`config.mk`:
```
export PLATFORM = sky130hd
export DESIGN_NAME = p2bfb_front
export DESIGN_NICKNAME = d
export VERILOG_FILES = /design/src/rtl/core/packed_2bpp_framebuffer_macros.svh /design/src/rtl/core/p2bfb_pkg.sv /design/src/rtl/core/p2bfb_front.sv
export SDC_FILE = /design/constraint.sdc
export NUM_CORES = 1
export LEC_CHECK = 0
export BUFFER_PORTS_ARGS = -buffer_cell sky130_fd_sc_hd__buf_2
export CAP_MARGIN = 40
export CORE_MARGIN = 2
export CORE_UTILIZATION = 52
export DETAILED_ROUTE_END_ITERATION = 8
export PLACE_DENSITY = 0.84
export REMOVE_ABC_BUFFERS = 1
export SLEW_MARGIN = 5
export SYNTH_ARGS = -nofsm -noshare
export SYNTH_HDL_FRONTEND = slang
export SYNTH_SLANG_ARGS = --single-unit
```
`constraint.sdc`:
```
create_clock -name vclk -period 7.6
set_clock_uncertainty 0.2 [all_clocks]
set_input_delay 0 -clock vclk [all_inputs]
set_output_delay 0 -clock vclk [all_outputs]
set_load 0.02 [all_outputs]
```
`src/rtl/core/packed_2bpp_framebuffer_macros.svh`:
```
// assertion macros for the packed 2bpp framebuffer
// no dependencies; included by the modules that carry assertions
`ifndef PACKED_2BPP_FRAMEBUFFER_MACROS_SVH
`define PACKED_2BPP_FRAMEBUFFER_MACROS_SVH
`ifndef SYNTHESIS
`define P2BFB_ASSERT_IMP(lbl, clk, rstn, ante, cons) \
    lbl: assert property (@(posedge clk) disable iff (!(rstn)) (ante) |-> (cons)) \
        else $error("p2bfb assertion failed");
`define P2BFB_ASSERT_NXT(lbl, clk, rstn, ante, cons) \
    lbl: assert property (@(posedge clk) disable iff (!(rstn)) (ante) |=> (cons)) \
        else $error("p2bfb assertion failed");
`else
`define P2BFB_ASSERT_IMP(lbl, clk, rstn, ante, cons)
`define P2BFB_ASSERT_NXT(lbl, clk, rstn, ante, cons)
`endif
`endif

```
`src/rtl/core/p2bfb_pkg.sv`:
```
// shared types and constants for the packed 2bpp framebuffer
// no dependencies
package p2bfb_pkg;

    localparam int SCREEN_WIDTH  = 240;
    localparam int SCREEN_HEIGHT = 240;
    localparam int PIX_PER_WORD  = 16;
    localparam int WORDS_PER_ROW = (SCREEN_WIDTH + PIX_PER_WORD - 1) / PIX_PER_WORD;
    localparam int STORE_WORDS   = WORDS_PER_ROW * SCREEN_HEIGHT;
    localparam int ADDR_W        = $clog2(STORE_WORDS);
    localparam int PLOT_W        = 8 + $clog2(WORDS_PER_ROW + 1) + 1;
    localparam int QUEUE_DEPTH   = 4;
    localparam int QPTR_W        = $clog2(QUEUE_DEPTH);
    localparam int PAL_ENTRIES   = 4;

    localparam logic [1:0] CMD_PLOT  = 2'd0;
    localparam logic [1:0] CMD_SCAN  = 2'd1;
    localparam logic [1:0] CMD_CLEAR = 2'd2;

    localparam logic [15:0] PAL_RESET_ZERO  = 16'h0000;
    localparam logic [15:0] PAL_RESET_ONE   = 16'h07E0;
    localparam logic [15:0] PAL_RESET_TWO   = 16'hF81F;
    localparam logic [15:0] PAL_RESET_THREE = 16'hFFFF;

    typedef enum logic [1:0] {
        OP_PLOT  = 2'd0,
        OP_SCAN  = 2'd1,
        OP_CLEAR = 2'd2
    } t_op_kind;

    typedef struct packed {
        t_op_kind           kind;
        logic [ADDR_W-1:0]  addr;
        logic [3:0]         slot;
        logic [1:0]         code;
        logic               hit;
    } t_op;

endpackage

```
`src/rtl/core/p2bfb_front.sv`:
```
// front end: takes input transfers, decodes and range-checks them
// into queued operations; depends on p2bfb_pkg
module p2bfb_front (
    input  logic            s_axis_tvalid,
    output logic            s_axis_tready,
    input  logic [31:0]     s_axis_tdata,   // cmd, pos_x, pos_y, pixel_code, word_index
    input  logic            i_queue_full,
    input  logic            i_init_done,
    output logic            o_push,
    output p2bfb_pkg::t_op  o_op
);
    import p2bfb_pkg::*;

    logic [1:0]        w_cmd;
    logic [7:0]        w_pos_x;
    logic [7:0]        w_pos_y;
    logic [1:0]        w_code;
    logic [11:0]       w_widx;
    logic [PLOT_W-1:0] w_plot_word;
    logic              w_plot_hit;
    logic              w_widx_hit;
    logic              w_accept;

    assign w_cmd   = s_axis_tdata[1:0];
    assign w_pos_x = s_axis_tdata[9:2];
    assign w_pos_y = s_axis_tdata[17:10];
    assign w_code  = s_axis_tdata[19:18];
    assign w_widx  = s_axis_tdata[31:20];

    assign w_plot_word = PLOT_W'(w_pos_y) * PLOT_W'(WORDS_PER_ROW) + PLOT_W'(w_pos_x[7:4]);
    assign w_plot_hit  = ({1'b0, w_pos_x} < 9'(SCREEN_WIDTH))
                      && ({1'b0, w_pos_y} < 9'(SCREEN_HEIGHT))
                      && (w_plot_word < PLOT_W'(STORE_WORDS));
    assign w_widx_hit  = ({1'b0, w_widx} < 13'(STORE_WORDS));

    assign s_axis_tready = !i_queue_full && i_init_done;
    assign w_accept      = s_axis_tvalid && s_axis_tready;

    always_comb begin
        o_push    = 1'b0;
        o_op.kind = OP_PLOT;
        o_op.addr = w_plot_word[ADDR_W-1:0];
        o_op.slot = w_pos_x[3:0];
        o_op.code = w_code;
        o_op.hit  = w_plot_hit;
        unique case (w_cmd)
            CMD_PLOT: begin
                o_push = w_accept && w_plot_hit;
            end
            CMD_SCAN: begin
                o_op.kind = OP_SCAN;
                o_op.addr = w_widx[ADDR_W-1:0];
                o_op.hit  = w_widx_hit;
                o_push    = w_accept;
            end
            CMD_CLEAR: begin
                o_op.kind = OP_CLEAR;
                o_op.addr = w_widx[ADDR_W-1:0];
                o_op.hit  = w_widx_hit;
                o_push    = w_accept && w_widx_hit;
            end
            default: begin
                o_push = 1'b0;
            end
        endcase
    end

endmodule

```
# After elaboration in Yosys (flattened, before gate mapping)
# Cells that the tools add are included.
# Widths: inputs -> output; s select.
# classes
n_addsub	1
mul	1
div_mod_pow	0
order_cmp	4
eq_ne	2
shifts	0
muxes	3
n_bitwise	0
reduce_logical	9
# ops
cell	n
$pmux 14 s2	1
$lt 8x8->1 const B	2
$add 12x4->13	1
$lt 13x12->1 const B	1
$lt 12x12->1 const B	1
$mul 8x4->12 const B	1
$logic_and 1x1->1	6
$pmux 1 s3	1
$eq 2x1->1 const B	1
$eq 2x2->1 const B	1
$logic_not 2->1	1
$reduce_or 2->1	1
$logic_not 1->1	1
$mux 1	1
# totals
reg_bits	0
latchBits	0
mem_bits_rw	0
rom_bits	0
in_bits	35
output_inout_bits	23
wordCells	20
n_memories	0

# Logic depth before layout (Yosys ltp)
# logic_depth
depth_word	6
ltp_mapped	14
mapped_depth_nobuf	13

# Least setup slack after synthesis
# Ideal clock, no wire load.
# synth_timing
kind	input-to-output
startpoint	in s_axis_tdata[10]
endpoint	out o_op[0] (netlist name)
arrival_ns	3.328
path_slack_ns	4.072
stages	13
path_cell_list	fa_1 -> fa_1 -> inv_1 -> fa_1 -> inv_1 -> ha_1 -> nor2b_4 -> o31ai_2 -> a211oi_1 -> or4_1 -> nand4_1 -> o311ai_1 -> mux2_2
# synth_lines
item	line_no	rtl
from (decl)	p2bfb_front.sv:6	input logic [31:0] s_axis_tdata,
to (decl)	p2bfb_front.sv:10	output p2bfb_pkg::t_op o_op

==> flow_summary.ini <==
[outcome]
status = finished clean

[synth]
synth_top_family_by_area = adder cells
syn-instance-count = 186
synth_area_sq_um = 1490
synth_xor_xnor_area_share = 0.0529
synth-simple-area-share = 0.135
synth-compound-area-share = 0.206
yosysWarningCount = 0
synthMuxAreaShare = 0.00755
synth_cell_types = 40
syn_avg_cell_area_sq_um = 8.02
synth_fa_ha_area_frac = 0.470
synth_seq_area_share = 0

[timing]
min_period_ps = 3890
finalSetupTns_ps = 0
final_max_slew_viol_count = 0
fmaxAchievable_mhz = 257
post-route-period-util = 0.512
rsz0062_at_grt = false
worst_slew_pin_slew_ps = 719
fin_ws_ps = 3710
slew_headroom = 0.519
hold_viol = 0
setup_viol = 0
whs_ps = 67.3

[global_routing]
overflow = 0
antenna_found_initial = 0
grt.total_usage = 0.202
grt_pass1_vias = 1284
grt_pass1_wl_um = 5510
grt_max_degree = 13

[cells_and_area]
syn_to_final_growth_pct = 18.2
postLayoutCellArea_sq_um = 1760
seq_cells = 0
final_cells = 260
drive_gt1_frac = 0.223
antenna_cells = 0
post-route-util = 0.645
nets = 313
regArea_sq_um = 0
nClkBuffers = 0

[detailed_routing]
highest_layer = met4
drt-total-wl_um = 3150
vias = 1378
drtAntennaViolNets = 0
drc = 0
wl_met2_um = 1680
post_drt_via_cell_ratio = 5.30
drtPass1Iterations = 4
first_iter_violations = 12
dr_wl_met3_um = 66
wl_per_cell_um = 12.1
wirelength_met1_um = 1380

[hold_path]
min_path_type = input pin to output port

[place]
place_congestion = 0.865
port_buffers = 46
placed_area_sq_um = 1700
post-dp-hpwl_um = 2720
post-place-cells = 254
pre_cts_ws_ps = 3700

[die]
die_w_um = 57.6
rows = 19
die_y_um = 57.6
core_sq_um = 2730
initial_core_util = 0.546
ios = 58
die_area_sq_um = 3310

[clocking]
cts-resized-gates = 0
cts_setup_buffers = 0

[worst_setup_path]
crit_fanout = 4
cp_data_arrival_time_ps = 3690
crit_required_ps = 7400
crit_type = input pin to output port
worst_setup_path_start_kind = input pin
end_kind = output port

[pwr]
comb_power_share = 1.000
peakVddDrop_mv = 0.117
p_sw_mw = 0.205
swShare = 0.595
p_int_mw = 0.139
power_density_nw_per_um2 = 195
clock_power_share = 0
p_leak_nw = 0.961
finalPower_mw = 0.345
p_seq_frac = 0

[run]
drv_cap = 0
[metal layers]
metal  global-route usage  up-vias
li1                     -      715
met1                0.271      632
met2                0.372       27
met3              0.00454        4
met4               0.0199        0
met5                    0        -
[layout make-up]
class,instances,area [sq um]
tap,31,38.8
multi-input combinational,141,1300
timing repair buffer,52,290
fill,244,971
inverter,36,135
[timing repair]
action | CTS | global route
hold buffers | 6 | 0
endpoints found under the setup margin | 0 | 0
endpoints found under the hold margin | 6 | 0
[worst max-delay path: stages]
cell and delay [ps]:
buf_2 120, fa_1 520, fa_1 500, inv_1 50, fa_1 470, inv_1 40
ha_1 340, nor2b_4 160, o31ai_2 220, a211oi_1 140, or4_1 500, nand4_1 100
o311ai_1 110, mux2_2 270, buf_2 160
[synthesized netlist by cell type, drive strengths merged]
| library cell | n | area share |
|---|---|---|
| a21oi | 9 | 0.030 |
| buf | 7 | 0.034 |
| o211a | 1 | 0.0067 |
| o21ai | 14 | 0.047 |
| o311ai | 3 | 0.018 |
| xor2 | 5 | 0.029 |
| xnor2 | 4 | 0.023 |
| or3 | 1 | 0.0042 |
| a21o | 2 | 0.010 |
| nand3 | 2 | 0.0067 |
| nor2 | 7 | 0.018 |
| or3b | 1 | 0.0059 |
| inv | 36 | 0.091 |
| or4 | 2 | 0.010 |
| a22o | 3 | 0.018 |
| o21bai | 1 | 0.0050 |
| nand2b | 2 | 0.0084 |
| o2bb2ai | 1 | 0.0059 |
| nand3b | 1 | 0.0050 |
| nor2b | 3 | 0.018 |
| a211o | 1 | 0.0059 |
| nand2 | 15 | 0.038 |
| a31oi | 1 | 0.0042 |
| a2111oi | 1 | 0.0059 |
| o21a | 2 | 0.010 |
| clkbuf | 2 | 0.0050 |
| nor3b | 1 | 0.0050 |
| o31ai | 1 | 0.0084 |
| a221oi | 1 | 0.0059 |
| fa | 15 | 0.20 |
| a211oi | 2 | 0.013 |
| ha | 32 | 0.27 |
| mux2 | 1 | 0.0075 |
| o2111ai | 2 | 0.012 |
| nand4 | 4 | 0.017 |
[worst paths after layout]
check | startpoint | end | slack [ps] | cells past startpoint
min | i_queue_full | s_axis_tready | 70 | 3
max | s_axis_tdata[10] | o_op[0] | 3710 | 15
[cells by family after synthesis]
family,count (synthesis)
AOI/OAI and AO/OA,45
adders and majority gates,47
buffers and inverters,45
muxes,1
xor gates and xnor gates,9
and+or+nand+nor,39
[power by group through the flow]
stage	clock [mW]	combinational, mW	sequential (mW)
floorplan	0	0.257	0
global placement	0	0.334	0
detailed placement	0	0.341	0
CTS	0	0.347	0
global route	0	0.386	0
finish	0	0.345	0
[cells in the final DEF (no fill, tap or decap), drive strengths merged, types with 3 or more instances in the layout]
cell | synthesis | final
buf | 7 | 46
inv | 36 | 36
ha | 32 | 32
nand2 | 15 | 15
fa | 15 | 15
o21ai | 14 | 14
a21oi | 9 | 9
nor2 | 7 | 7
dlygate4sd3 | 0 | 6
xor2 | 5 | 5
xnor2 | 4 | 4
nand4 | 4 | 4
a22o | 3 | 3
o311ai | 3 | 3
nor2b | 3 | 3
No activity file was read; power rests on OpenSTA's default activity.
