`src/rtl/core/packed_2bpp_framebuffer_macros.svh`:
```
// assertion macros for the packed 2bpp framebuffer
// no dependencies; included by the modules that carry assertions
`ifndef PACKED_2BPP_FRAMEBUFFER_MACROS_SVH
`define PACKED_2BPP_FRAMEBUFFER_MACROS_SVH
`ifndef SYNTHESIS
`define P2BFB_ASSERT_IMP(lbl, clk, rstn, ante, cons) \
    lbl: assert property (@(posedge clk) disable iff (!(rstn)) (ante) |-> (cons)) \
        else $error("p2bfb assertion failed");
`define P2BFB_ASSERT_NXT(lbl, clk, rstn, ante, cons) \
    lbl: assert property (@(posedge clk) disable iff (!(rstn)) (ante) |=> (cons)) \
        else $error("p2bfb assertion failed");
`else
`define P2BFB_ASSERT_IMP(lbl, clk, rstn, ante, cons)
`define P2BFB_ASSERT_NXT(lbl, clk, rstn, ante, cons)
`endif
`endif

```
`src/rtl/core/p2bfb_pkg.sv`:
```
// shared types and constants for the packed 2bpp framebuffer
// no dependencies
package p2bfb_pkg;

    localparam int SCREEN_WIDTH  = 240;
    localparam int SCREEN_HEIGHT = 240;
    localparam int PIX_PER_WORD  = 16;
    localparam int WORDS_PER_ROW = (SCREEN_WIDTH + PIX_PER_WORD - 1) / PIX_PER_WORD;
    localparam int STORE_WORDS   = WORDS_PER_ROW * SCREEN_HEIGHT;
    localparam int ADDR_W        = $clog2(STORE_WORDS);
    localparam int PLOT_W        = 8 + $clog2(WORDS_PER_ROW + 1) + 1;
    localparam int QUEUE_DEPTH   = 4;
    localparam int QPTR_W        = $clog2(QUEUE_DEPTH);
    localparam int PAL_ENTRIES   = 4;

    localparam logic [1:0] CMD_PLOT  = 2'd0;
    localparam logic [1:0] CMD_SCAN  = 2'd1;
    localparam logic [1:0] CMD_CLEAR = 2'd2;

    localparam logic [15:0] PAL_RESET_ZERO  = 16'h0000;
    localparam logic [15:0] PAL_RESET_ONE   = 16'h07E0;
    localparam logic [15:0] PAL_RESET_TWO   = 16'hF81F;
    localparam logic [15:0] PAL_RESET_THREE = 16'hFFFF;

    typedef enum logic [1:0] {
        OP_PLOT  = 2'd0,
        OP_SCAN  = 2'd1,
        OP_CLEAR = 2'd2
    } t_op_kind;

    typedef struct packed {
        t_op_kind           kind;
        logic [ADDR_W-1:0]  addr;
        logic [3:0]         slot;
        logic [1:0]         code;
        logic               hit;
    } t_op;

endpackage

```
`src/rtl/core/p2bfb_queue.sv`:
```
// short operation queue between front and back
// depends on p2bfb_pkg
module p2bfb_queue (
    input  logic            i_clk,
    input  logic            i_rst_n,
    input  logic            i_push,
    input  p2bfb_pkg::t_op  i_op,
    input  logic            i_pop,
    output p2bfb_pkg::t_op  o_op,
    output logic            o_empty,
    output logic            o_full
);
    import p2bfb_pkg::*;

    t_op               r_slots [QUEUE_DEPTH];
    logic [QPTR_W-1:0] r_wr_ptr;
    logic [QPTR_W-1:0] r_rd_ptr;
    logic [QPTR_W:0]   r_count;
    logic [QPTR_W:0]   n_count;
    logic              w_push;
    logic              w_pop;

    assign o_empty = (r_count == '0);
    assign o_full  = (r_count == (QPTR_W + 1)'(QUEUE_DEPTH));
    assign w_push  = i_push && !o_full;
    assign w_pop   = i_pop && !o_empty;
    assign o_op    = r_slots[r_rd_ptr];

    always_comb begin
        n_count = r_count;
        if (w_push && !w_pop) begin
            n_count = r_count + 1'b1;
        end else if (w_pop && !w_push) begin
            n_count = r_count - 1'b1;
        end
    end

    always_ff @(posedge i_clk) begin
        if (!i_rst_n) begin
            r_wr_ptr <= '0;
            r_rd_ptr <= '0;
            r_count  <= '0;
        end else begin
            r_count <= n_count;
            if (w_push) begin
                r_wr_ptr <= r_wr_ptr + 1'b1;
            end
            if (w_pop) begin
                r_rd_ptr <= r_rd_ptr + 1'b1;
            end
        end
    end

    always_ff @(posedge i_clk) begin
        if (w_push) begin
            r_slots[r_wr_ptr] <= i_op;
        end
    end

endmodule

```
`config.mk`:
```
export PLATFORM = sky130hd
export DESIGN_NAME = p2bfb_queue
export DESIGN_NICKNAME = d
export VERILOG_FILES = /design/src/rtl/core/packed_2bpp_framebuffer_macros.svh /design/src/rtl/core/p2bfb_pkg.sv /design/src/rtl/core/p2bfb_queue.sv
export SDC_FILE = /design/constraint.sdc
export NUM_CORES = 1
export LEC_CHECK = 0
export CAP_MARGIN = 0
export CORE_ASPECT_RATIO = 1.2
export CORE_UTILIZATION = 55
export CTS_CLUSTER_DIAMETER = 100
export DETAILED_ROUTE_END_ITERATION = 10
export DONT_BUFFER_PORTS = 1
export PLACE_DENSITY = 0.73
export SLEW_MARGIN = 20
export SYNTH_ARGS = -nofsm -noshare
export SYNTH_HDL_FRONTEND = slang
export SYNTH_SLANG_ARGS = --single-unit
```
`constraint.sdc`:
```
create_clock -name i_clk -period 1.95 [get_ports i_clk]
set_clock_uncertainty 0.15 [all_clocks]
set_input_delay 0.0975 -clock i_clk [delete_from_list [all_inputs] [get_ports i_clk]]
set_output_delay 0.0975 -clock i_clk [all_outputs]
set_load 0.02 [all_outputs]
```
# == After elaboration in Yosys (flattened, before gate mapping) ==
# Memories as Yosys holds them, arrays and structs flattened. A register that Yosys moved wholly into a read port is not among the register bits.
# Index checks and enable logic that the tools add are counted.
# totals
input_bits,25
mem_count,1
ff_bits,7
out_inout_bits,23
wordCells,25
mem_bits_rw,84
# op_classes
n_addsub,4
eq_ne,1
muxes,6
n_reduce_logical,10
# memory_table
memory,words,width,read_ports,rd_ports_with_merged_regs,write_ports,line,rtl
r_slots,4,21,1,1,1,p2bfb_queue.sv:15,t_op r_slots [QUEUE_DEPTH];
# ops
cell,n
3-bit two-way mux,2
"2-bit by 1-bit adder with 2-bit output, second input constant",2
1-bit logical AND,4
1-bit zero test,4
2-bit two-way mux,2
"3-bit by 1-bit adder with 3-bit output, second input constant",1
"3-bit equality test, second input constant",1
3-bit zero test,1
"3-bit by 1-bit subtractor with 3-bit output, second input constant",1
1-bit two-way mux,2
2-bit nonzero test,1

# == Depth between registers and ports, before layout ==
# Gate-level depths: netlist of run 1.
# logic_depth
depth_word,7
depth_mapped,9
ltp_nobuf,8

# == Worst setup path before layout of run 1 ==
# OpenSTA, ideal clock, no wires.
# synth_timing
path_kind,flip-flop to flip-flop
from,register r_count[0]
to,register r_count[2]
t_required_ns,1.730
setup_slack_ns,-0.289
stages_incl_launch_ff,10
period_less_slack_ns,2.239
t_arrival_ns,2.019
setup_time_ns,0.070
n_path_buf,1
cell_sequence,dfxtp_1 -> nor3b_2 -> nor2b_1 -> buf_6 -> ha_1 -> inv_1 -> fa_1 -> xor2_1 -> or3_1 -> a21boi_1
# synth_between
elab_chain_len,6
elab_cells_between_ends,15
cone_classes,2 x add/sub; 1 x eq/ne; 2 x mux; 10 x reduce/logical
# synth_rtl
element,line,rtl
start: declaration,p2bfb_queue.sv:18,logic [QPTR_W:0] r_count;
start signal: assignment,p2bfb_queue.sv:44,r_count <= n_count;
3-bit equality test *,p2bfb_queue.sv:24,assign o_full = (r_count == (QPTR_W + 1)'(QUEUE_DEPTH));
via o_full,p2bfb_queue.sv:11,output logic o_full
1-bit zero test *,p2bfb_queue.sv:25,assign w_push = i_push && !o_full;
1-bit logical AND *,p2bfb_queue.sv:25,
via w_push,p2bfb_queue.sv:20,logic w_push;
1-bit zero test,p2bfb_queue.sv:33,end else if (w_pop && !w_push) begin
1-bit logical AND,p2bfb_queue.sv:33,
2-bit nonzero test (no line),-,
# Mark *: on every way through the listed nets, which the timed path passes. The rest lies on a longest branch. The select of a mux whose other input is x is not followed.
# A chain may end at the register's enable or synchronous reset.

# == Worst setup path in the final report of run 1 ==
# layout_timing
from,register r_count[2]
to,register r_count[2]
# layout_between
elab_chain_len,6
elab_cells_between_ends,15
cone_classes,2 x add/sub; 1 x eq/ne; 2 x mux; 10 x reduce/logical
# layout_rtl
element
branches (longest 6 deep; another with 3-bit by 1-bit subtractor with 3-bit output)
# Parallel ways; which one is timed is not known. The select of a mux whose other input is x is not followed.

==> flow_metrics.tcl, run 1 <==
set metrics [dict create \
    number_of_antenna_violations_at_the_first_check_in_global_routing 0 \
    clock_insertion_delay_worst_skew_ns 0.34 \
    grt_start_max_net_pins 22 \
    dp.final_hpwl_um 3841 \
    last_weighted_congestion_value_of_the_routability_driven_placer 0.7091 \
    clock_sinks 93 \
    worstPathArrival_ns 2.21 \
    run_status "finished, violations left" \
    total_of_warnings_raised_by_yosys 0 \
    slew-limit-headroom_pct 57.39 \
    netlist_area_um2 3517 \
    cts.reportedPaths.clkPinSlew_ns 0.08 \
    grt.total_usage_pct 19.88 \
    fin_cells 296 \
    htreeDepth 3 \
    post_layout_min_period_ns 2.087 \
    grt-ovfl-total 0 \
    ys_types 22 \
    syn_to_final_growth_pct 20.63 \
    yosysSeqAreaShare_pct 76.84 \
    cts_tree "yes" \
    drive_gt1_share_pct 31.31 \
    hold_path_class "primary input to flop" \
    route.antenna.remaining_nets 0 \
    final_nets 240 \
    via_count_of_the_first_global_routing_pass 1776 \
    detail_route.wl_per_cell_um 20.15 \
    row_count 31 \
    layout_utilization_pct 69.67 \
    post-route-period-util_pct 107.0 \
    avgSynthCellArea_um2 22.40 \
    detailedPlace.worstSlack_ns -0.2757 \
    netlist.area_leader.share_pct 71.72 \
    route.detailed.vias_per_inst 5.517 \
    timing.fmax_ghz 0.4791 \
    drt_iter0_markers 63 \
    hold_violations 0 \
    drt-total-wl_um 5964 \
    critPathKind "flop to flop" \
    fin_worst_hold_slack_ns 0.03730 \
    placedCellCount 252 \
    totalPowerFinal_mw 5.285 \
    pwr_density_cell_nw_per_um2 1246 \
    design_area_um2 4243 \
    violations "setup timing" \
    max_cap_violations 0 \
    post-route-worst-setup-slack_ns -0.1375 \
    start_util_pct 57.76 \
    die_width_um 75 \
    report.final.setup_viol 1 \
    startpoint_type "flop" \
    tightestPinTransition_ns 0.6343 \
    hold_depth 4 \
    postSynthNetCount 188 \
    floorplan.core_area_um2 6090 \
    power_leakage_nw 1.410 \
    clk_root_buffer_cell "clkbuf_8" \
    drt_drc_violations_left 0 \
    floorplan.die.height_um 89.60 \
    netlist.top_cell.by_area "edfxtp_1" \
    design.die.area_um2 6720 \
    first_pass_iters 4 \
    post_dp_cell_area_um2 3756 \
    vias 1633 \
    numCtsBuffers 9 \
    flip_flop_and_latch_count_after_synthesis 93 \
    slew_violations 0 \
    endpoint_kind "flop" \
    clockBufferDepth 2 \
    ir_worst_vdd_mv 0.7416 \
    critPathRequiredTime_ns 2.07 \
    worstPathMaxFanout 5 \
    setup_tns_ns -0.1375 \
    synthesis.instances 157 \
    insertedDiodeCount 0 \
    grt_setup_unrepaired "yes" \
    i_o_pin_total 48 \
    rr_worst_depth 8 \
    io_buffers 0 \
    synth.top_cells.by_area "edfxtp_1 (72%), mux4_2 (13%), dfxtp_1 (5.1%)" \
    global_route_wire_length_before_repair_um 9135 \
]
[timing repair]
action | CTS | global route
endpoints found under the setup margin | 2 | 2
pin swaps | 1 | 0
setup buffers | 1 | 0
hold buffers | 27 | 0
hold endpoints to repair | 93 | 0
gates resized for setup | 4 | 0
[worst max-delay path, stage by stage (launching register included)]
cell      delay [ns]
dfxtp_2         0.36
nor3b_4         0.17
nor2b_4         0.15
ha_4            0.16
inv_2           0.04
fa_2            0.35
xor2_1          0.15
or3_1           0.33
a21boi_2        0.15
[synthesized netlist by cell type (all sizes together)]
cell type	count
nor3b	1
nor3	1
dfxtp	9
nand2	4
fa	1
nor2b	2
o21ai	1
o31ai	1
ha	5
and2	8
or3	1
mux2i	3
clkbuf	1
o311ai	1
edfxtp	84
xor2	1
buf	5
xnor2	3
inv	3
a21boi	1
mux4	21
[flip-flops by register name, summed over array words and instances, names as in the netlist, named ones only]
| register | count |
|---|---|
| r_count | 3 |
| r_wr_ptr | 2 |
| r_slots | 84 |
| r_rd_ptr | 2 |
[placed cells by master, fill, tap and decap left out, drive strengths merged, types with 4 or more instances in the layout]
| cell type | n |
|---|---|
| edfxtp | 84 |
| dlygate4sd3 | 27 |
| mux4 | 21 |
| buf | 20 |
| clkbuf | 10 |
| dfxtp | 9 |
| and2 | 8 |
| ha | 5 |
| nand2 | 4 |
| inv | 4 |
[cells by family (layout without fill, tap and decap cells)]
logic type | count (synthesis) | count (layout) | share of synthesized area [%]
AOI/OAI and AO/OA | 4 | 4 | 0.9604
and+or+nand+nor | 17 | 17 | 2.881
buffers and inverters | 9 | 66 | 1.672
muxes | 24 | 24 | 14.30
adders and majority gates | 6 | 6 | 2.348
xor gates and xnor gates | 4 | 4 | 0.9963
DFF | 93 | 93 | 76.84
[path summary, 6_finish.rpt]
check | startpoint | endpoint | slack [ns]
worst max-delay path | r_count[2] | r_count[2] | -0.14
worst min-delay path | i_pop | r_count[1] | 0.04
worst max register to register | r_count[2] | r_count[2] | -0.14
worst min register to register | r_wr_ptr[1] | r_wr_ptr[1] | 0.37
[area by class of cell]
type	count	area, um2
clock inverter	6	61.31
inverter	3	11.26
timing repair buffer	47	432.9
sequential	93	2710
fill	404	1847
tap	82	102.6
multi-input combinational	55	797.0
clock buffer	10	127.6
[per-layer routing]
metal,vias to the layer above,track usage (%),share of wire [%]
met5,-,0,0
met4,0,8.405,1.2
met3,8,5.580,4.1
met2,34,35.22,56
met1,850,22.47,39
li1,741,-,-
[where the power goes]
part	switching [mW]	internal, mW	total, mW
registers	0.105	2.44	2.54
clock network	0.618	0.591	1.21
logic	0.835	0.700	1.54
Power figures use the tool's default switching activity.
==> inputs of run 2 (changes only) <==
--- a/config.mk
+++ b/config.mk
@@ -8,6 +8,7 @@
 export CAP_MARGIN = 0
 export CORE_ASPECT_RATIO = 1.2
 export CORE_UTILIZATION = 55
+export CTS_BUF_LIST = sky130_fd_sc_hd__clkbuf_8
 export CTS_CLUSTER_DIAMETER = 100
 export DETAILED_ROUTE_END_ITERATION = 10
 export DONT_BUFFER_PORTS = 1
==> run 2 against run 1 <==
The flow still finishes with violations (setup timing); critical path depth did not move; global-route usage did not move; via count fell by 0.24%; setup slack did not move; die area did not move; flip-flop and latch count did not move; hold slack barely moved; largest cell class unchanged; power fell by 0.12%; maximum frequency did not move; sequential power barely moved.
==> flow_metrics.tcl, run 2 (synthesis results as in run 1) <==
set metrics [dict create \
    hold_path_class "primary input to flop" \
    first_pass_iters 4 \
    critical_path.endpoint "r_count[2]" \
    cts.reportedPaths.clkPinSlew_ns 0.08 \
    detailedPlace.worstSlack_ns -0.2757 \
    route.antenna.remaining_nets 0 \
    i_o_pin_total 48 \
    layout.cells.most_common_list "edfxtp_1 (84), dlygate4sd3_1 (27), mux4_2 (21), buf_4 (19), clkbuf_8 (9)" \
    dp.final_hpwl_um 3841 \
    critPathKind "flop to flop" \
    worstPathArrival_ns 2.21 \
    power_switching_share_pct 29.49 \
    design.die.area_um2 6720 \
    grt_start_max_net_pins 22 \
    via_count_of_the_first_global_routing_pass 1776 \
    numCtsBuffers 9 \
    tightestPinTransition_ns 0.6343 \
    drt-total-wl_um 5962 \
    slowest_stage "dfxtp_2" \
    worst_reg2reg_path_startpoint "r_count[2]" \
    max_cap_violations 0 \
    fin_cells 296 \
    p_sw_mw 1.557 \
    htreeDepth 3 \
    endpoint_kind "flop" \
    critPathRequiredTime_ns 2.07 \
    hold_violations 0 \
    rr_worst_depth 8 \
    pwr-share-seq_pct 48.1 \
    final_nets 240 \
    number_of_antenna_violations_at_the_first_check_in_global_routing 0 \
    route.detailed.vias_per_inst 5.503 \
    detailed_routed_wire_length_on_met2_um 3316 \
    largest_register_ffs 84 \
    clock_insertion_delay_worst_skew_ns 0.34 \
    power_leakage_nw 1.414 \
    global_route_wire_length_before_repair_um 9135 \
    comb_power_share_pct 29.1 \
    drt_iter0_markers 63 \
    cts_tree "yes" \
    slew-limit-headroom_pct 57.39 \
    wl_met3_um 250 \
    grt-ovfl-total 0 \
    clock_sinks 93 \
    vias 1629 \
    syn_to_final_growth_pct 20.63 \
    mostFrequentLayoutCell "edfxtp_1" \
    r2r_setup_slack_ns -0.14 \
    report.final.setup_viol 1 \
    wirelength_met1_um 2324 \
    placedCellCount 252 \
    floorplan.die.height_um 89.60 \
    share_clk_of_total_power_pct 22.8 \
    crit_start "r_count[2]" \
    rr_endpoint "r_count[2]" \
    insertedDiodeCount 0 \
    io_buffers 0 \
    floorplan.core_area_um2 6090 \
    worstPathMaxFanout 5 \
    post-route-period-util_pct 107.0 \
    setup_tns_ns -0.1375 \
    max_flop_register "r_slots" \
    post_layout_min_period_ns 2.087 \
    startpoint_type "flop" \
    post-route-worst-setup-slack_ns -0.1375 \
    internal-power_mw 3.721 \
    row_count 31 \
    crit_path_max_incr_delay_ns 0.36 \
    slew_violations 0 \
    top_regs "r_slots: 84 flops, r_count: 3 flops" \
    drt_drc_violations_left 0 \
    drive_gt1_share_pct 31.31 \
    detail_route.wl_per_cell_um 20.14 \
    clk_root_buffer_cell "clkbuf_8" \
    ir_worst_vdd_mv 0.7388 \
    violations "setup timing" \
    run_status "finished, violations left" \
    grt_setup_unrepaired "yes" \
    timing.fmax_ghz 0.4791 \
    maxUsedRoutingLayer "met4" \
    clockBufferDepth 2 \
    pwr_density_cell_nw_per_um2 1244 \
    last_weighted_congestion_value_of_the_routability_driven_placer 0.7091 \
    grt.total_usage_pct 19.88 \
    die_width_um 75 \
    start_util_pct 57.76 \
    cp_cell_sequence "nor3b_4 > nor2b_4 > ha_4 > inv_2 > fa_2 > xor2_1 > or3_1 > a21boi_2" \
    layout_utilization_pct 69.67 \
]
-- run 2: routing by layer --
layer | global-route usage [%] | vias to the layer above
li1 | - | 741
met1 | 22.47 | 842
met2 | 35.22 | 38
met3 | 5.580 | 8
met4 | 8.405 | 0
met5 | 0 | -
-- run 2: layout make-up --
class | count | area [um2]
Clock buffer | 9 | 123.9
Fill cell | 404 | 1847
Inverter | 3 | 11.26
Timing Repair Buffer | 47 | 432.9
Clock inverter | 7 | 65.06
Tap cell | 82 | 102.6
Sequential cell | 93 | 2710
Multi-Input combinational cell | 55 | 797.0
-- run 2: power by group through the flow --
stage / Sequential [mW] / Combinational [mW] / Clock, mW
detailed placement: 2.58 / 1.44 / 0
finish: 2.54 / 1.53 / 1.20
global placement: 2.56 / 1.39 / 0
global route: 2.56 / 1.66 / 1.30
CTS: 2.54 / 1.56 / 1.22
floorplan: 2.57 / 1.12 / 0
-- run 2: worst min path at each step --
stage / start / end / slack [ns] / cells after the start
global route: i_pop / r_count[2] / 0.04 / 4
CTS: i_pop / r_count[2] / 0.02 / 4
detailed placement: i_op[13] / r_slots[0][13] / 0.05 / 0
finish: i_pop / r_count[1] / 0.04 / 4
global placement: i_op[2] / r_slots[2][2] / 0.05 / 0
floorplan: i_op[0] / r_slots[0][0] / 0.05 / 0
-- run 2: worst max-delay path: cells and delay by family (launching register included) --
family / cells / cell delay, ns
XOR/XNOR: 1 / 0.15
flip-flops: 1 / 0.36
adder cells (fa/ha/maj): 2 / 0.51
AO/OA/AOI/OAI: 1 / 0.15
AND/OR/NAND/NOR: 3 / 0.65
buffers and inverters: 1 / 0.04
-- run 2: stage by stage --
step           instance area (um2)  hold WS [ns]  power (mW)
2_1_floorplan                 3545       0.04637       3.690
3_3_place_gp                  3756       0.04655       3.946
3_5_place_dp                  3756       0.04650       4.022
4_1_cts                       4243       0.02066       5.325
5_1_grt                       4243       0.03627       5.525
6_report                      4243       0.03738       5.278
-- run 2: repair_timing --
item,4_1_cts,5_1_grt
endpoints found under the hold margin,93,0
hold buffers,27,0
pin swaps,1,0
gates resized for setup,4,0
setup buffers,1,0
endpoints found under the setup margin,2,2
==> inputs of run 3 (changes only) <==
--- a/config.mk
+++ b/config.mk
@@ -5,6 +5,7 @@
 export SDC_FILE = /design/constraint.sdc
 export NUM_CORES = 1
 export LEC_CHECK = 0
+export ABC_AREA = 1
 export CAP_MARGIN = 0
 export CORE_ASPECT_RATIO = 1.2
 export CORE_UTILIZATION = 55
==> run 3 against run 2 <==
The flow now finishes without violations; critical path depth up 1; via count is 34% higher; setup slack improved by 0.19 ns; global-route usage down 0.37 points; highest routed layer unchanged.
==> flow_metrics.tcl, run 3 <==
set metrics [dict create \
    run_status "finished, final reports clean" \
    largest_register_ffs 84 \
    flip_flop_and_latch_count_after_synthesis 93 \
    last_weighted_congestion_value_of_the_routability_driven_placer 0.7602 \
    post_synth_fa_ha_maj_area_fraction_pct 2.238 \
    tightestPinTransition_ns 0.5430 \
    totalPowerFinal_mw 5.492 \
    slew_violations 0 \
    netlist_area_um2 3690 \
    first_pass_iters 4 \
    layout_utilization_pct 67.02 \
    cts.reportedPaths.clkPinSlew_ns 0.09 \
    synth_simple_gate_area_share_pct 9.257 \
    numCtsBuffers 9 \
    global_route_wire_length_before_repair_um 9942 \
    share_clk_of_total_power_pct 24.9 \
    hold_violations 0 \
    power_leakage_nw 1.544 \
    post-route-period-util_pct 97.25 \
    htreeDepth 3 \
    synth.most_common_cell "edfxtp_1" \
    insertedDiodeCount 0 \
    drt-total-wl_um 6499 \
    pwr-share-seq_pct 46.6 \
    worstPathArrival_ns 1.99 \
    hold_path_class "primary input to flop" \
    internal-power_mw 3.665 \
    number_of_enable_type_register_cells_in_the_synthesized_netlist 84 \
    post-route-worst-setup-slack_ns 0.05355 \
    clockBufferDepth 2 \
    postSynthNetCount 305 \
    row_count 32 \
    design.die.area_um2 7042 \
    vias 2177 \
    drt_iter0_markers 153 \
    async_set_or_reset_flop_fraction_in_the_synthesized_netlist_pct 0 \
    grt.total_usage_pct 19.50 \
    grt_start_max_net_pins 43 \
    layout.cells.most_common_list "edfxtp_1 (84), nor2_1 (48), o21ai_1 (24), dlygate4sd3_1 (24)" \
    die_width_um 76.77 \
    netlist.area_leader.share_pct 68.36 \
    synth.top_cells.by_area "edfxtp_1 (68%), nor2_1 (5.3%), dfxtp_1 (4.9%)" \
    slew-limit-headroom_pct 64.33 \
    ys_types 24 \
    dp.final_hpwl_um 3781 \
    i_o_pin_total 48 \
    start_util_pct 57.24 \
    p_sw_mw 1.827 \
    grt-ovfl-total 0 \
    route.detailed.vias_per_inst 5.389 \
    number_of_antenna_violations_at_the_first_check_in_global_routing 0 \
    ir_worst_vdd_mv 0.8499 \
    yosysSeqAreaShare_pct 73.25 \
    power_switching_share_pct 33.26 \
    endpoint_kind "flop" \
    muxShareOfSynthArea_pct 0 \
    synthesis.instances 274 \
    io_buffers 0 \
    synthXorXnorAreaFrac_pct 0.2374 \
    worstPathMaxFanout 3 \
    drt_drc_violations_left 0 \
    synth_top_family_by_area "compound AO/OA/AOI/OAI gates" \
    mostFrequentLayoutCell "edfxtp_1" \
    floorplan.die.height_um 91.73 \
    syn_to_final_growth_pct 17.09 \
    netlist.top_cell.by_area "edfxtp_1" \
    clock_sinks 93 \
    max_cap_violations 0 \
    ys_top_cells_by_count "edfxtp_1 (84), nor2_1 (52), o21ai_1 (24), o22ai_1 (20), o21ai_0 (19)" \
    post_layout_min_period_ns 1.896 \
    total_of_warnings_raised_by_yosys 0 \
    clock_insertion_delay_worst_skew_ns 0.35 \
    floorplan.core_area_um2 6446 \
    clk_root_buffer_cell "clkbuf_8" \
    timing.fmax_ghz 0.5273 \
    startpoint_type "flop" \
    final_nets 345 \
    setup_tns_ns 0 \
    critPathRequiredTime_ns 2.05 \
    fin_worst_hold_slack_ns 0.2906 \
    synth-compound-area-share_pct 9.969 \
    pwr_density_cell_nw_per_um2 1271 \
    report.final.setup_viol 0 \
    avgSynthCellArea_um2 13.47 \
    drive_gt1_share_pct 18.50 \
    route.antenna.remaining_nets 0 \
    detailedPlace.worstSlack_ns 0.03381 \
    critPathKind "flop to flop" \
    top_regs "r_slots: 84 flops, r_count: 3 flops" \
    cts_tree "yes" \
    detail_route.wl_per_cell_um 16.09 \
    max_flop_register "r_slots" \
    via_count_of_the_first_global_routing_pass 2062 \
    comb_power_share_pct 28.5 \
    yosys_most_used_dff "edfxtp_1" \
]
[run 3: repair_timing]
item	CTS	global route
hold buffers	24	0
hold endpoints to repair	93	0
buffers inserted	0	2
resized for setup	1	12
setup endpoints to repair	20	4
pin swaps	0	1
[run 3: layer usage]
layer  track usage (%)  routed length [um]  up-vias
met5                 0                   0        -
met4             12.02                 175        0
met3             5.373                 377       16
met2             33.04                3372       70
met1             21.72                2573     1031
li1                  -                   -     1060
[run 3: final timing paths]
kind	to	cells past startpoint	from	slack, ns
setup / recovery	r_count[1]	9	r_count[0]	0.05
hold / removal	r_slots[3][11]	1	i_op[11]	0.29
setup reg to reg	r_count[1]	9	r_count[0]	0.05
hold reg to reg	r_rd_ptr[0]	2	r_rd_ptr[0]	0.35
[run 3: worst max-delay path, cell delays in order, from the launching register on]
cell and delay, ns:
dfxtp_4 0.37, nor2_4 0.16, nand2_4 0.09, nand2_4 0.07
inv_2 0.05, ha_2 0.19, inv_2 0.06, fa_2 0.43
o21ai_2 0.16, nor2_1 0.06
[run 3: per-stage QoR]
step | cells | instance area [um2]
floorplan | 274 | 3690
global placement | 362 | 3812
detailed placement | 362 | 3812
CTS | 402 | 4272
global route | 404 | 4320
finish | 404 | 4320
[run 3: final cells by class]
type	instances	area (um2)
Timing Repair Buffer	42	375.4
Multi-Input combinational cell	150	837.1
Tap cell	85	106.4
Inverter	18	72.57
Sequential cell	93	2711
Clock inverter	6	80.08
Clock buffer	10	137.6
Fill cell	452	2126
[run 3: power by group through the flow]
stage	Sequential (mW)	Combinational [mW]	Clock [mW]
floorplan	2.56	1.23	0
global placement	2.59	1.41	0
detailed placement	2.59	1.44	0
CTS	2.55	1.50	1.38
global route	2.58	1.70	1.47
finish	2.56	1.57	1.37
[run 3: logic make-up (layout without fill, tap and decap cells)]
| group | after synthesis | after routing |
|---|---|---|
| AND/OR/NAND/NOR | 76 | 76 |
| AO/OA/AOI/OAI | 67 | 67 |
| XOR/XNOR | 1 | 1 |
| flip-flops | 93 | 93 |
| adder cells (fa/ha/maj) | 6 | 6 |
| buffers and inverters | 31 | 76 |
